### src/sv/plt_pkg.sv
// ----------------------------------------------------------------------------
// plt_pkg: shared types and constants of the positional list table
// Command codes and field widths of the stream beats.
// ----------------------------------------------------------------------------
`timescale 1ns / 1ps
`default_nettype none

package plt_pkg;

    localparam int CMD_W     = 3;
    localparam int POS_W     = 7;
    localparam int ELEM_W    = 8;
    localparam int S_TDATA_W = 24;
    localparam int M_TDATA_W = 24;

    typedef enum logic [CMD_W-1:0] {
        CMD_INSERT = 3'd0,
        CMD_DELETE = 3'd1,
        CMD_GET    = 3'd2,
        CMD_LOCATE = 3'd3,
        CMD_CLEAR  = 3'd4
    } cmd_t;

endpackage

`default_nettype wire

### src/sv/plt_ram.sv
// ----------------------------------------------------------------------------
// plt_ram: generic single-write, single-read RAM
// One write port and one read port, read data registered.
// ----------------------------------------------------------------------------
`timescale 1ns / 1ps
`default_nettype none

module plt_ram #(
    parameter int WIDTH = plt_pkg::ELEM_W,
    parameter int DEPTH = 64
) (
    input  wire logic                     clk,
    input  wire logic                     we,
    input  wire logic [$clog2(DEPTH)-1:0] waddr,
    input  wire logic [WIDTH-1:0]         wdata,
    input  wire logic                     re,
    input  wire logic [$clog2(DEPTH)-1:0] raddr,
    output logic      [WIDTH-1:0]         rdata
);

    logic [WIDTH-1:0] mem [DEPTH];

    always_ff @(posedge clk)
    begin
        if (we)
        begin
            mem[waddr] <= wdata;
        end
        if (re)
        begin
            rdata <= mem[raddr];
        end
    end

endmodule

`default_nettype wire

### src/sv/positional_list_table_unit.sv
// ----------------------------------------------------------------------------
// positional_list_table_unit: ordered list of bytes with positional commands
// Insert, delete, get, locate and clear on a list held in a RAM; entries are
// moved one per cycle by a small sequencer around the RAM ports.
// ----------------------------------------------------------------------------
// Usage:
//   Command beats enter on s_tvalid/s_tready/s_tdata; s_tready is high only
//   while the sequencer is idle. Each command gives exactly one result beat
//   on m_tvalid/m_tready/m_tdata.
//   Clear, unknown commands, rejected positions and locate on an empty list
//   go straight to the output state; append writes the RAM first and get
//   reads it first. Insert, delete and locate walk the RAM one entry per
//   cycle through its single read port: insert at position p (not appending)
//   and delete walk entries p to count, locate walks from the front up to
//   the first match or the end of the list.
//   A new command is taken right after the result is loaded into the output
//   register, even while that result still waits for m_tready.
//   Reset empties the list (count 0); RAM contents are not cleared and need
//   no clearing pass. A stalled receiver holds the result beat steady and
//   the sequencer waits in its output state until the register frees.
// ----------------------------------------------------------------------------
`timescale 1ns / 1ps
`default_nettype none

module positional_list_table_unit #(
    parameter int CAPACITY = 64
) (
    input  wire logic                           clk,
    input  wire logic                           rst_n,
    input  wire logic                           s_tvalid,
    output logic                                s_tready,
    // cmd[2:0], pos[9:3], elem_in[17:10], zero pad [23:18]
    input  wire logic [plt_pkg::S_TDATA_W-1:0]  s_tdata,
    output logic                                m_tvalid,
    input  wire logic                           m_tready,
    // ok[0], elem_out[8:1], found_pos[15:9], count_out[22:16], is_empty[23]
    output logic      [plt_pkg::M_TDATA_W-1:0]  m_tdata
);

    localparam int AW = $clog2(CAPACITY);
    localparam int CW = $clog2(CAPACITY + 1);
    localparam int WW = ((CW > plt_pkg::POS_W) ? CW : plt_pkg::POS_W) + 1;

    typedef enum logic [2:0] {
        S_IDLE,
        S_WALK,
        S_DRAIN,
        S_FILL,
        S_OUT
    } state_t;

    state_t                          state_reg, state_next;
    plt_pkg::cmd_t                   cmd_reg, cmd_next;
    logic [plt_pkg::ELEM_W-1:0]      elem_reg, elem_next;
    logic [AW-1:0]                   pidx_reg, pidx_next;
    logic [AW-1:0]                   rd_addr_reg, rd_addr_next;
    logic                            p_valid_reg, p_valid_next;
    logic [AW-1:0]                   p_addr_reg, p_addr_next;
    logic [CW-1:0]                   count_reg, count_next;
    logic                            ok_reg, ok_next;
    logic [plt_pkg::ELEM_W-1:0]      eout_reg, eout_next;
    logic [CW-1:0]                   found_reg, found_next;
    logic                            m_tvalid_reg, m_tvalid_next;
    logic [plt_pkg::M_TDATA_W-1:0]   m_tdata_reg, m_tdata_next;

    plt_pkg::cmd_t                   in_cmd;
    logic [WW-1:0]                   pos_w, pos_m1, cnt_w, cnt_m1, fnd_w;
    logic                            ins_ok, rd_ok, hit, cap, last;
    logic                            ram_we, ram_re;
    logic [AW-1:0]                   ram_waddr;
    logic [plt_pkg::ELEM_W-1:0]      ram_wdata, ram_rdata;

    plt_ram #(
        .WIDTH (plt_pkg::ELEM_W),
        .DEPTH (CAPACITY)
    ) u_ram (
        .clk   (clk),
        .we    (ram_we),
        .waddr (ram_waddr),
        .wdata (ram_wdata),
        .re    (ram_re),
        .raddr (rd_addr_reg),
        .rdata (ram_rdata)
    );

    assign in_cmd = plt_pkg::cmd_t'(s_tdata[2:0]);
    assign pos_w  = WW'(s_tdata[9:3]);
    assign pos_m1 = pos_w - WW'(1);
    assign cnt_w  = WW'(count_reg);
    assign cnt_m1 = cnt_w - WW'(1);
    assign fnd_w  = WW'(found_reg);
    assign ins_ok = (pos_w != '0) && (pos_w <= cnt_w + WW'(1)) && (cnt_w < WW'(CAPACITY));
    assign rd_ok  = (pos_w != '0) && (pos_w <= cnt_w);

    // result of the read issued last cycle
    assign hit = p_valid_reg && (cmd_reg == plt_pkg::CMD_LOCATE) && (ram_rdata == elem_reg);
    assign cap = p_valid_reg && (p_addr_reg == pidx_reg) &&
                 ((cmd_reg == plt_pkg::CMD_DELETE) || (cmd_reg == plt_pkg::CMD_GET));

    assign last = (cmd_reg == plt_pkg::CMD_GET) ||
                  ((cmd_reg == plt_pkg::CMD_INSERT) ? (rd_addr_reg == pidx_reg)
                                                    : (rd_addr_reg == cnt_m1[AW-1:0]));

    assign ram_we = (state_reg == S_FILL) ||
                    (p_valid_reg && ((cmd_reg == plt_pkg::CMD_INSERT) ||
                                     ((cmd_reg == plt_pkg::CMD_DELETE) &&
                                      (p_addr_reg != pidx_reg))));
    assign ram_waddr = (state_reg == S_FILL) ? pidx_reg :
                       (cmd_reg == plt_pkg::CMD_INSERT) ? (p_addr_reg + AW'(1))
                                                        : (p_addr_reg - AW'(1));
    assign ram_wdata = (state_reg == S_FILL) ? elem_reg : ram_rdata;
    assign ram_re    = (state_reg == S_WALK);

    assign s_tready = (state_reg == S_IDLE);
    assign m_tvalid = m_tvalid_reg;
    assign m_tdata  = m_tdata_reg;

    always_comb
    begin
        state_next    = state_reg;
        cmd_next      = cmd_reg;
        elem_next     = elem_reg;
        pidx_next     = pidx_reg;
        rd_addr_next  = rd_addr_reg;
        p_valid_next  = 1'b0;
        p_addr_next   = p_addr_reg;
        count_next    = count_reg;
        ok_next       = ok_reg;
        eout_next     = eout_reg;
        found_next    = found_reg;
        m_tvalid_next = m_tvalid_reg && !m_tready;
        m_tdata_next  = m_tdata_reg;

        if (cap)
        begin
            eout_next = ram_rdata;
        end
        if (hit)
        begin
            found_next = CW'(p_addr_reg) + CW'(1);
        end

        case (state_reg)
            S_IDLE:
            begin
                if (s_tvalid)
                begin
                    cmd_next   = in_cmd;
                    elem_next  = s_tdata[17:10];
                    pidx_next  = pos_m1[AW-1:0];
                    ok_next    = 1'b0;
                    eout_next  = '0;
                    found_next = '0;
                    state_next = S_OUT;
                    case (in_cmd)
                        plt_pkg::CMD_INSERT:
                        begin
                            if (ins_ok)
                            begin
                                ok_next = 1'b1;
                                if (cnt_w >= pos_w)
                                begin
                                    rd_addr_next = cnt_m1[AW-1:0];
                                    state_next   = S_WALK;
                                end
                                else
                                begin
                                    state_next = S_FILL;
                                end
                            end
                        end
                        plt_pkg::CMD_DELETE, plt_pkg::CMD_GET:
                        begin
                            if (rd_ok)
                            begin
                                ok_next      = 1'b1;
                                rd_addr_next = pos_m1[AW-1:0];
                                state_next   = S_WALK;
                            end
                        end
                        plt_pkg::CMD_LOCATE:
                        begin
                            ok_next = 1'b1;
                            if (count_reg != '0)
                            begin
                                rd_addr_next = '0;
                                state_next   = S_WALK;
                            end
                        end
                        plt_pkg::CMD_CLEAR:
                        begin
                            ok_next    = 1'b1;
                            count_next = '0;
                        end
                        default:
                        begin
                            ok_next = 1'b0;
                        end
                    endcase
                end
            end
            S_WALK:
            begin
                p_valid_next = 1'b1;
                p_addr_next  = rd_addr_reg;
                if (hit)
                begin
                    p_valid_next = 1'b0;
                    state_next   = S_OUT;
                end
                else if (last)
                begin
                    state_next = S_DRAIN;
                end
                else if (cmd_reg == plt_pkg::CMD_INSERT)
                begin
                    rd_addr_next = rd_addr_reg - AW'(1);
                end
                else
                begin
                    rd_addr_next = rd_addr_reg + AW'(1);
                end
            end
            S_DRAIN:
            begin
                if (cmd_reg == plt_pkg::CMD_INSERT)
                begin
                    state_next = S_FILL;
                end
                else
                begin
                    if (cmd_reg == plt_pkg::CMD_DELETE)
                    begin
                        count_next = count_reg - CW'(1);
                    end
                    state_next = S_OUT;
                end
            end
            S_FILL:
            begin
                count_next = count_reg + CW'(1);
                state_next = S_OUT;
            end
            S_OUT:
            begin
                if (!m_tvalid_reg || m_tready)
                begin
                    m_tvalid_next = 1'b1;
                    m_tdata_next  = {(count_reg == '0), cnt_w[6:0], fnd_w[6:0],
                                     eout_reg, ok_reg};
                    state_next    = S_IDLE;
                end
            end
            default:
            begin
                state_next = S_IDLE;
            end
        endcase
    end

    always_ff @(posedge clk or negedge rst_n)
    begin
        if (!rst_n)
        begin
            state_reg    <= S_IDLE;
            cmd_reg      <= plt_pkg::CMD_CLEAR;
            elem_reg     <= '0;
            pidx_reg     <= '0;
            rd_addr_reg  <= '0;
            p_valid_reg  <= 1'b0;
            p_addr_reg   <= '0;
            count_reg    <= '0;
            ok_reg       <= 1'b0;
            eout_reg     <= '0;
            found_reg    <= '0;
            m_tvalid_reg <= 1'b0;
            m_tdata_reg  <= '0;
        end
        else
        begin
            state_reg    <= state_next;
            cmd_reg      <= cmd_next;
            elem_reg     <= elem_next;
            pidx_reg     <= pidx_next;
            rd_addr_reg  <= rd_addr_next;
            p_valid_reg  <= p_valid_next;
            p_addr_reg   <= p_addr_next;
            count_reg    <= count_next;
            ok_reg       <= ok_next;
            eout_reg     <= eout_next;
            found_reg    <= found_next;
            m_tvalid_reg <= m_tvalid_next;
            m_tdata_reg  <= m_tdata_next;
        end
    end

    a_count_bound: assert property (@(posedge clk) disable iff (!rst_n)
        cnt_w <= WW'(CAPACITY))
        else $error("list count beyond capacity");

    a_no_write_idle: assert property (@(posedge clk) disable iff (!rst_n)
        ram_we |-> (state_reg == S_WALK || state_reg == S_DRAIN || state_reg == S_FILL))
        else $error("RAM write outside a command");

    a_pending_from_walk: assert property (@(posedge clk) disable iff (!rst_n)
        p_valid_reg |-> $past(state_reg == S_WALK))
        else $error("pending read without a walk cycle");

    a_accept_leaves_idle: assert property (@(posedge clk) disable iff (!rst_n)
        (s_tvalid && s_tready) |=> (state_reg != S_IDLE))
        else $error("accepted beat left sequencer idle");

endmodule

`default_nettype wire

### config.mk
export PLATFORM = sky130hd
export DESIGN_NAME = positional_list_table_unit
export DESIGN_NICKNAME = d
export VERILOG_FILES = /design/src/sv/plt_pkg.sv /design/src/sv/plt_ram.sv /design/src/sv/positional_list_table_unit.sv
export SDC_FILE = /design/constraint.sdc
export NUM_CORES = 1
export LEC_CHECK = 0
export ABC_AREA = 1
export BUFFER_PORTS_ARGS = -buffer_cell sky130_fd_sc_hd__buf_2
export CORE_ASPECT_RATIO = 2
export CORE_MARGIN = 5
export CORE_UTILIZATION = 57
export DETAILED_ROUTE_END_ITERATION = 7
export GPL_TIMING_DRIVEN = 0
export HOLD_SLACK_MARGIN = 0.02
export PLACE_DENSITY = 0.83
export RECOVER_POWER = 100
export SYNTH_ARGS = -nofsm -noshare
export SYNTH_HDL_FRONTEND = slang
export SYNTH_SLANG_ARGS = --single-unit
### constraint.sdc
create_clock -name clk -period 4.1 [get_ports clk]
set_clock_uncertainty 0.2 [all_clocks]
set_input_delay 0.41 -clock clk [delete_from_list [all_inputs] [get_ports clk]]
set_output_delay 0.41 -clock clk [all_outputs]
set_load 0.01 [all_outputs]
==> impl_metrics.toml, run 1 <==
[synth]
postSynthAreaPerCell_um2 = 11.3
synth_area_leaders = "edfxtp_1 (60%), dfrtp_1 (7.7%), o21ai_0 (6.9%)"
synth_mux_area_frac = 0.00564
synth_top_family_by_area = "simple AND/OR/NAND/NOR gates"
async_flop_share = 0.135
synth_top_area_cell = "edfxtp_1"
syn-num-nets = 2353
yosys.area_share.simple = 0.127
synth-adder-area-share = 0.0182
syn-cell-area_mm2 = 0.0260
ys_seq_elements = 601
synth_top_cell_area_share = 0.602
yosysSeqAreaShare = 0.680
synth_edf_count = 520
synth-xor-area-share = 0.0121
synth-main-ff-cell = "edfxtp_1"
synth.distinct_cells = 44
syn_inst = 2289
yosys_warnings = 0
synth_compound_area_frac = 0.124

[floorplanning]
initial_utilization = 0.577
die_h_um = 312
fp-row-count = 110
ios = 54
die_w_um = 161
dieArea_mm2 = 0.0502
coreArea_mm2 = 0.0450

[setup_path]
critPathTopFamily = "simple AND/OR/NAND/NOR gates"
cp_slowest_cell = "nor2_2"
crit_buf_inv = 1
start_kind = "flip-flop"
worstPathCellList = "nor2_2 > nand2_2 > buf_6 > ha_1 > a21oi_1 > nand2_1 > xnor2_1 > or2_1 > o21ai_1 > nand3_1 > nor2_2"
critPathMostFrequentCell = "nor2_2"
crit_path_max_incr_delay_ns = 0.71
required_ns = 4.13
setup.worst_path.start = "cmd_reg[0]$_DFFE_PN0P_"
crit_type = "reg2reg"
worst_setup_path_end_kind = "flip-flop"
r2r_start = "cmd_reg[0]$_DFFE_PN0P_"
cp_max_fo = 14
critPathArrivalTime_ns = 4.31

[clocking]
post_cts_buffers = 0
tritoncts = "built"
worstSkewPairLatency_ns = 0.62
clkSinkCount = 601
cts_buffer_depth = 3
cts_made_buffers = 50
clockRootBuffer = "clkbuf_16"
cts_max_level = 2
clk_pin_slew_ns = 0.07

[route]
antenna_left = 0
routed_wl_mm = 96.9
num_vias = 19830
drt_iter0_drc = 2495
drc_errors = 0
viasPerCell = 6.58
avgRoutedWirePerCell_um = 32.1
drt_pass1_iterations = 6

[status]
violations = "max-capacitance violations, max-slew violations, negative setup slack"
status = "finished, violations left"

[global_route]
grt_pass1_wl_mm = 135
grt_pass1_vias = 19909
grt.total_usage = 0.380
grt_max_degree = 65
grt_antenna_before_repair = 4
grt-ovfl-total = 0

[min_path]
hp-start = "s_tdata[5]"
hold_path_class = "in2reg"

[place]
port_buffers = 47
dp.cells = 2908
gp_congestion = 1.04
hpwl_mm = 70.4
post-place-ws_ns = -0.181

[layout]
final_common_cell = "edfxtp_1"
final_cells = 3015
largest_register_ffs = 512
final_nets = 2479
drive_above_1_share = 0.105
utilization = 0.647
final_cell_mix = "edfxtp_1 (520), o21ai_0 (349), nor2_1 (334), nand2_1 (278), o22ai_1 (135)"
area_growth_pct = 12.2

[power_and_ir_drop]
total_power_mw = 23.4
p_int_mw = 12.4
power_frac_seq = 0.328
p_clk_frac = 0.202
ir_drop_mv = 0.476
pwr_density_cell_mw_per_mm2 = 802
leakage_nw = 10.3
power_switching_mw = 11.0
p_comb_frac = 0.470
power_switching_share = 0.471

[job]
cap_violations = 1

[sta]
setup_viol = 108
finalCriticalPeriod_ns = 4.28
relSlewSlack = -0.0667
worstMarginPinSlew_ns = 1.60
fin_ws_ns = -0.181
period_share = 1.04
fin_hold_ws_ns = 0.134
rsz0062_at_grt = "yes"
fmax_ghz = 0.234
maxSlewViolCount = 65
hold_viol_final = 0
## through the flow
stage               cell area [um2]  setup TNS [ns]
CTS                           29000          -10.75
detailed placement            27300          -14.01
finish                        29100           -8.06
global route                  29100          -22.94
global placement              26900        -2150.35
floorplan                     26000         -164.97
## timing repair
| action | CTS | global route |
|---|---|---|
| gates resized for setup | 19 | 50 |
| hold endpoints to repair | 93 | 0 |
| endpoints found under the setup margin | 185 | 414 |
| hold buffers | 13 | 0 |
## logic make-up after synthesis
group	after synthesis
AND/OR/NAND/NOR	799
flip-flops	601
AO/OA/AOI/OAI	589
buffers and inverters	215
XOR/XNOR	36
adder cells (fa/ha/maj)	36
multiplexers	13
## final cells by class
class	instances	area, um2
Sequential cell	601	17600
Fill cell	3454	15900
Multi-Input combinational cell	1473	7700
Clock buffer	55	1270
Tap cell	560	701
Timing Repair Buffer	74	613
Buffer	125	529
Inverter	90	338
Clock inverter	35	314
Antenna cell	2	5.00
## final timing paths
kind                                                    to  slack (ns)  cells after the start
worst min-delay path               pidx_reg[2]$_DFFE_PN0P_        0.13                      4
worst max-delay path            u_ram.mem[12][0]$_DFFE_PP_       -0.18                     11
min in group asynchronous       rd_addr_reg[4]$_DFFE_PN0P_        0.38                      2
worst max register to register  u_ram.mem[12][0]$_DFFE_PP_       -0.18                     11
worst min register to register     m_tdata[19]$_DFFE_PN0P_        0.29                      2
max in group asynchronous          elem_reg[4]$_DFFE_PN0P_        1.17                      3
## worst register-to-register path, stage by stage, from the launching register on
cell	delay, ns
dfrtp_1	0.42
nor2_2	0.21
nand2_2	0.20
buf_6	0.22
ha_1	0.35
a21oi_1	0.22
nand2_1	0.11
xnor2_1	0.15
or2_1	0.21
o21ai_1	0.31
nand3_1	0.61
nor2_2	0.71
## per-layer routing
layer | GRT usage | share of wire | up-vias
met5 | 0 | 0.00019 | -
met4 | 0.371 | 0.13 | 2
met3 | 0.0557 | 0.075 | 498
met2 | 0.676 | 0.51 | 1344
met1 | 0.361 | 0.29 | 9534
li1 | - | - | 8452
## Yosys cell counts (3+ instances only)
library cell  number
nor2_2             4
buf_1              3
fa_1               3
a21oi_1           51
inv_2             11
o22ai_1          135
nand3_2            6
a211oi_1          10
nand4_1           11
clkbuf_1          92
xnor2_1           10
xor2_1            26
ha_1              33
mux2_2            13
nor2_4             4
o21ai_0          357
buf_2             22
inv_1             77
o211ai_1           9
nor3_1            11
o21ai_2            4
o21ai_1           15
nand3b_1           3
or2_1              4
nor2_1           393
edfxtp_1         520
nand3_1           74
nand2_2            3
buf_4              6
nand2_1          278
dfrtp_1           80
## power groups by stage
| stage | registers [mW] | logic, mW | clock network (mW) |
|---|---|---|---|
| after global placement | 7.94 | 9.81 | 0 |
| final | 7.66 | 11.0 | 4.72 |
| after detailed placement | 7.77 | 10.2 | 0 |
| after floorplan | 7.74 | 5.75 | 0 |
| after CTS | 7.65 | 10.4 | 4.70 |
| after global routing | 7.68 | 11.4 | 4.96 |
(Power assumes the default switching activity.)
==> run 2, diff against run 1 <==
MAX_ROUTING_LAYER = met4   (was not set)
==> run 2 against run 1 <==
The run still ends with max-capacitance violations, max-slew violations, negative setup slack left. Clock power is 1% higher. Critical endpoint is now u_ram.mem[24][2]$_DFFE_PP_. Combinational power barely moved. Global-route usage up 1.3 points. Largest cell class unchanged. Critical path type unchanged. Cell count grew 0.17%.
==> impl_metrics.toml, run 2 (synthesis gave the netlist of run 1 again) <==
[status]
violations = "max-capacitance violations, max-slew violations, negative setup slack"
status = "finished, violations left"

[clocking]
cts_made_buffers = 50
tritoncts = "built"
clkSinkCount = 601
clk_pin_slew_ns = 0.07
clockRootBuffer = "clkbuf_16"
cts_max_level = 2
worstSkewPairLatency_ns = 0.61
cts_buffer_depth = 3

[setup_path]
cp_max_fo = 14
worst_setup_path_end_kind = "flip-flop"
critPathArrivalTime_ns = 4.32
crit_buf_inv = 1
critPathMostFrequentCell = "nor2_2"
cp_slowest_cell = "nor2_2"
worstPathCellList = "nor2_2 > nand2_2 > buf_6 > ha_1 > a21oi_1 > nand2_1 > xnor2_1 > or2_1 > o21ai_1 > nand3_1 > nor2_2"
start_kind = "flip-flop"
crit_type = "reg2reg"
crit_path_max_incr_delay_ns = 0.72
required_ns = 4.14
critPathTopFamily = "simple AND/OR/NAND/NOR gates"

[layout]
final_cell_mix = "edfxtp_1 (520), o21ai_0 (346), nor2_1 (331), nand2_1 (278), o22ai_1 (135)"
final_cells = 3020
nFillCells = 3443
area_growth_pct = 12.5
finalInstanceArea_mm2 = 0.0292
drive_above_1_share = 0.106
final_nets = 2481
final_common_cell = "edfxtp_1"
largest_register_ffs = 512
multi_input_area_mm2 = 0.00775
layout.area.seq_mm2 = 0.0176

[global_route]
grt_max_degree = 65
grt_pass1_vias = 19450
grt_antenna_before_repair = 0
grt.total_usage = 0.393
grt_pass1_wl_mm = 134
grt-ovfl-total = 0

[floorplanning]
coreArea_mm2 = 0.0450
dieArea_mm2 = 0.0502
initial_utilization = 0.577
ios = 54
fp-row-count = 110
die_w_um = 161
die_h_um = 312

[place]
hpwl_mm = 70.9
placed_cell_area_mm2 = 0.0272
dp.cells = 2907
post-place-ws_ns = -0.324
gp_congestion = 1.09
port_buffers = 47

[route]
drt_iter0_drc = 2242
dr.max_layer_used = "met4"
drt_pass1_iterations = 6
met3_wirelength_mm = 7.07
num_vias = 19864
met1Wirelength_mm = 28.4
routed_wl_mm = 97.8
wl_met2_mm = 50.2
viasPerCell = 6.58
drc_errors = 0
antenna_left = 0
avgRoutedWirePerCell_um = 32.4

[power_and_ir_drop]
total_power_mw = 23.6
power_switching_mw = 11.2
power_switching_share = 0.474
pwr_density_cell_mw_per_mm2 = 809
p_clk_frac = 0.202
ir_drop_mv = 0.582
leakage_nw = 10.3
power_frac_seq = 0.325
p_comb_frac = 0.473
p_int_mw = 12.4

[sta]
worstMarginPinSlew_ns = 1.61
hold_viol_final = 0
fmax_ghz = 0.233
setup_viol = 153
fin_ws_ns = -0.185
maxSlewViolCount = 65
period_share = 1.05
relSlewSlack = -0.0765
finalCriticalPeriod_ns = 4.29
rsz0062_at_grt = "yes"

[min_path]
hold_path_class = "in2reg"

[job]
cap_violations = 1
[run 2: cell types whose count changed in the layout (fill, tap and decap cells not counted), sizes merged]
cell	previous run	this run
clkinvlp	5	7
bufinv	3	4
buf	63	65
diode	2	3
clkbuf	178	180
clkinv	27	24
[run 2: layout make-up]
cell class | count | share of cell area
diodes | 3 | 0.000257
plain buffers | 125 | 0.0181
clock buffers | 57 | 0.0437
clock inverters | 35 | 0.0108
inverters | 90 | 0.0116
multi-input cells | 1473 | 0.265
flip-flops and latches | 601 | 0.604
well taps | 560 | 0.0240
repair buffers | 76 | 0.0222
[run 2: metrics by stage]
step	TNS [ns]	hold slack, ns	utilization
5_1_grt	-31.75	0.0967	0.649
3_3_place_gp	-2142.56	0.261	0.597
2_1_floorplan	-164.97	-0.0856	-
3_5_place_dp	-22.65	0.115	0.605
6_report	-13.25	0.113	0.649
4_1_cts	-16.23	0.0394	0.645
[run 2: final timing paths]
kind	start	endpoint	slack (ns)	cells after the start
worst max register to register	cmd_reg[0]$_DFFE_PN0P_	u_ram.mem[24][2]$_DFFE_PP_	-0.19	11
worst min-delay path	s_tdata[5]	pidx_reg[2]$_DFFE_PN0P_	0.11	4
max in group asynchronous	rst_n	eout_reg[0]$_DFF_PN0_	1.17	3
min in group asynchronous	rst_n	rd_addr_reg[5]$_DFFE_PN0P_	0.36	2
worst max-delay path	cmd_reg[0]$_DFFE_PN0P_	u_ram.mem[24][2]$_DFFE_PP_	-0.19	11
worst min register to register	m_tdata[19]$_DFFE_PN0P_	m_tdata[19]$_DFFE_PN0P_	0.29	2
[run 2: power by group through the flow]
stage	Combinational (mW)	Sequential [mW]	Clock (mW)
floorplan	5.75	7.74	0
global placement	9.97	7.94	0
detailed placement	10.4	7.79	0
CTS	10.5	7.67	4.73
global route	11.5	7.69	4.99
finish	11.2	7.68	4.77
[run 2: timing repair]
| item | CTS | global route |
|---|---|---|
| resized for setup | 27 | 57 |
| endpoints found under the hold margin | 93 | 0 |
| endpoints found under the setup margin | 199 | 460 |
| buffers inserted | 0 | 3 |
| pin swaps | 0 | 5 |
| hold buffers | 13 | 0 |
[run 2: layer usage]
metal / track usage / vias up
li1: - / 8446
met1: 0.365 / 9488
met2: 0.691 / 1428
met3: 0.0547 / 502
met4: 0.350 / 0
met5: - / -
[run 2: worst min-delay path, delay by kind of cell]
family / cells / cell delay, ns
buf+inv: 1 / 0.18
xor+xnor: 1 / 0.16
simple gates: 2 / 0.13
==> run 3, diff against run 2 <==
HOLD_SLACK_MARGIN = not set   (was 0.02)
SYNTH_HIERARCHICAL = 1   (was not set)
==> run 3 against run 2 <==
The run ends with max-capacitance violations, max-slew violations left. Sequential power decreased by 1%. Via count increased by 3.3%. Power fell by 3.2%. Core utilization grew 1.1 points. Flip-flop and latch count unchanged. Count of clock-buffer cells in the layout increased by 7. Combinational power is 4% lower. Critical path type unchanged. Highest routed layer unchanged.
==> impl_metrics.toml, run 3 <==
[floorplanning]
dieArea_mm2 = 0.0515
die_w_um = 163
ios = 54
coreArea_mm2 = 0.0465
fp-row-count = 112
die_h_um = 316
initial_utilization = 0.574

[synth]
synthMostInstantiatedCell = "nand2_1"
syn-cell-area_mm2 = 0.0267
synth-xor-area-share = 0.0112
syn-num-nets = 2562
synth_mux_area_frac = 0.00211
synth_top_family_by_area = "simple AND/OR/NAND/NOR gates"
async_flop_share = 0.135
synth.distinct_cells = 45
synth_edf_count = 520
postSynthAreaPerCell_um2 = 10.7
synth-adder-area-share = 0.0177
synth_top_area_cell = "edfxtp_1"
ys_seq_elements = 601
synth_top_cell_area_share = 0.585
yosysSeqAreaShare = 0.661
yosys_warnings = 6
synth_area_leaders = "edfxtp_1 (58%), nand2_1 (12%), nand3_1 (9.1%)"
synth_commonest_cells = "nand2_1 (844), edfxtp_1 (520), nand3_1 (487)"
synth_compound_area_frac = 0.0258
synth-main-ff-cell = "edfxtp_1"
syn_inst = 2498
yosys.area_share.simple = 0.235

[power_and_ir_drop]
ir_drop_mv = 0.541
p_int_mw = 12.4
p_clk_frac = 0.199
p_comb_frac = 0.470
total_power_mw = 22.9
power_switching_share = 0.457
leakage_nw = 11.8
pwr_density_cell_mw_per_mm2 = 745
power_switching_mw = 10.5
power_frac_seq = 0.331

[status]
status = "finished, violations left"
violations = "max-capacitance violations, max-slew violations"

[setup_path]
rrSetupSlack_ns = 0.1
crit_path_max_incr_delay_ns = 1.00
start_kind = "flip-flop"
worstPathCellList = "buf_2 > nor2_2 > inv_1 > nor2_2 > clkbuf_2 > nand2_1 > nand2_1 > clkbuf_2"
worst_setup_path_end_kind = "flip-flop"
crit_type = "reg2reg"
required_ns = 4.12
cp_max_fo = 42
critPathArrivalTime_ns = 4.03
cp_slowest_cell = "clkbuf_2"

[route]
antenna_left = 0
viasPerCell = 6.13
avgRoutedWirePerCell_um = 26.9
drt_iter0_drc = 2422
drc_errors = 0
num_vias = 20526
drt_pass1_iterations = 7
routed_wl_mm = 90.2

[global_route]
grt_antenna_before_repair = 3
grt_pass1_vias = 20287
grt.total_usage = 0.357
grt_max_degree = 69
grt-ovfl-total = 0
grt_pass1_wl_mm = 128

[layout]
final_common_cell = "nand2_1"
area_growth_pct = 15.0
final_nets = 2748
drive_above_1_share = 0.130
multi_input_area_mm2 = 0.00833
final_cells = 3351
final_cell_mix = "nand2_1 (846), edfxtp_1 (520), nand3_1 (480), inv_1 (88), dfrtp_1 (80)"
layout.area.seq_mm2 = 0.0176
largest_register_ffs = 512
nFillCells = 3452

[place]
dp.cells = 3191
gp_congestion = 1.05
hpwl_mm = 64.0
port_buffers = 47

[clocking]
tritoncts = "built"
worstSkewPairLatency_ns = 0.61
clk_pin_slew_ns = 0.07
cts_buffer_depth = 3
clockRootBuffer = "clkbuf_16"
cts_made_buffers = 49
cts_max_level = 2
clkSinkCount = 601

[job]
cap_violations = 2

[sta]
worstMarginPinSlew_ns = 1.73
finalSetupTns_ns = 0
period_share = 0.977
setup_viol = 0
relSlewSlack = -0.156
maxSlewViolCount = 102
hold_viol_final = 0
fmax_ghz = 0.250
finalCriticalPeriod_ns = 4.00

[min_path]
hold_path_class = "in2reg"
==> run 3: worst paths after layout <==
kind,start,endpoint,cells past startpoint
worst min register to register,m_tdata[7]$_DFFE_PN0P_,m_tdata[7]$_DFFE_PN0P_,2
max in group asynchronous,rst_n,elem_reg[4]$_DFFE_PN0P_,3
worst min-delay path,s_tvalid,state_reg[0]$_DFFE_PN0P_,5
worst max-delay path,state_reg[2]$_DFFE_PN0P_,u_ram/mem[45][5]$_DFFE_PP_,8
min in group asynchronous,rst_n,count_reg[5]$_DFFE_PN0P_,2
worst max register to register,state_reg[2]$_DFFE_PN0P_,u_ram/mem[45][5]$_DFFE_PP_,8
==> run 3: routing by layer <==
metal	part of all wire	wire length [um]	up-vias	global-route usage
li1	-	-	8995	-
met1	0.28	25600	9760	0.328
met2	0.51	46000	1235	0.614
met3	0.073	6570	536	0.0597
met4	0.13	12000	0	0.337
met5	0	0	-	-
==> run 3: power by group through the flow <==
stage | sequential [mW] | combinational [mW] | clock (mW)
after global routing | 7.59 | 11.3 | 4.81
final | 7.57 | 10.7 | 4.54
after CTS | 7.54 | 9.76 | 4.57
after floorplan | 7.60 | 5.92 | 0
after detailed placement | 7.67 | 9.58 | 0
after global placement | 7.74 | 9.18 | 0
==> run 3: cell type report <==
type | count | area share
antenna | 3 | 0.000245
tap | 627 | 0.0256
multi-input combinational | 1670 | 0.271
inverter | 97 | 0.0120
clock buffer | 64 | 0.0425
timing repair buffer | 135 | 0.0382
buffer | 130 | 0.0288
clock inverter | 24 | 0.00652
sequential | 601 | 0.575
==> run 3: timing repair <==
item | 4_1_cts | 5_1_grt
buffers inserted | 5 | 51
gates resized for setup | 40 | 91
endpoints found under the hold margin | 93 | 0
hold buffers | 13 | 0
pin swaps | 0 | 28
endpoints found under the setup margin | 506 | 497
==> run 3: cell families after synthesis <==
family,after synthesis
simple gates,1470
fa+ha+maj,36
buf+inv,227
flops,601
xor+xnor,34
compound gates,125
mux,5
==> run 3: critical path: cells and delay by family, from the launching register on <==
kind	cells	cell delay, ns
DFF	1	0.36
and+or+nand+nor	4	1.35
buffers and inverters	4	1.65
==> run 3: through the flow <==
| stage | worst slack, ns | area [um2] | hold slack, ns | utilization |
|---|---|---|---|---|
| 2_1_floorplan | -0.626 | 26700 | -0.0856 | - |
| 3_3_place_gp | -5.56 | 27700 | 0.262 | 0.596 |
| 3_5_place_dp | -0.344 | 28100 | 0.0786 | 0.604 |
| 4_1_cts | -0.313 | 29900 | 0.00232 | 0.643 |
| 5_1_grt | -0.0482 | 30700 | 0.0853 | 0.660 |
| 6_report | 0.0962 | 30700 | 0.0714 | 0.660 |
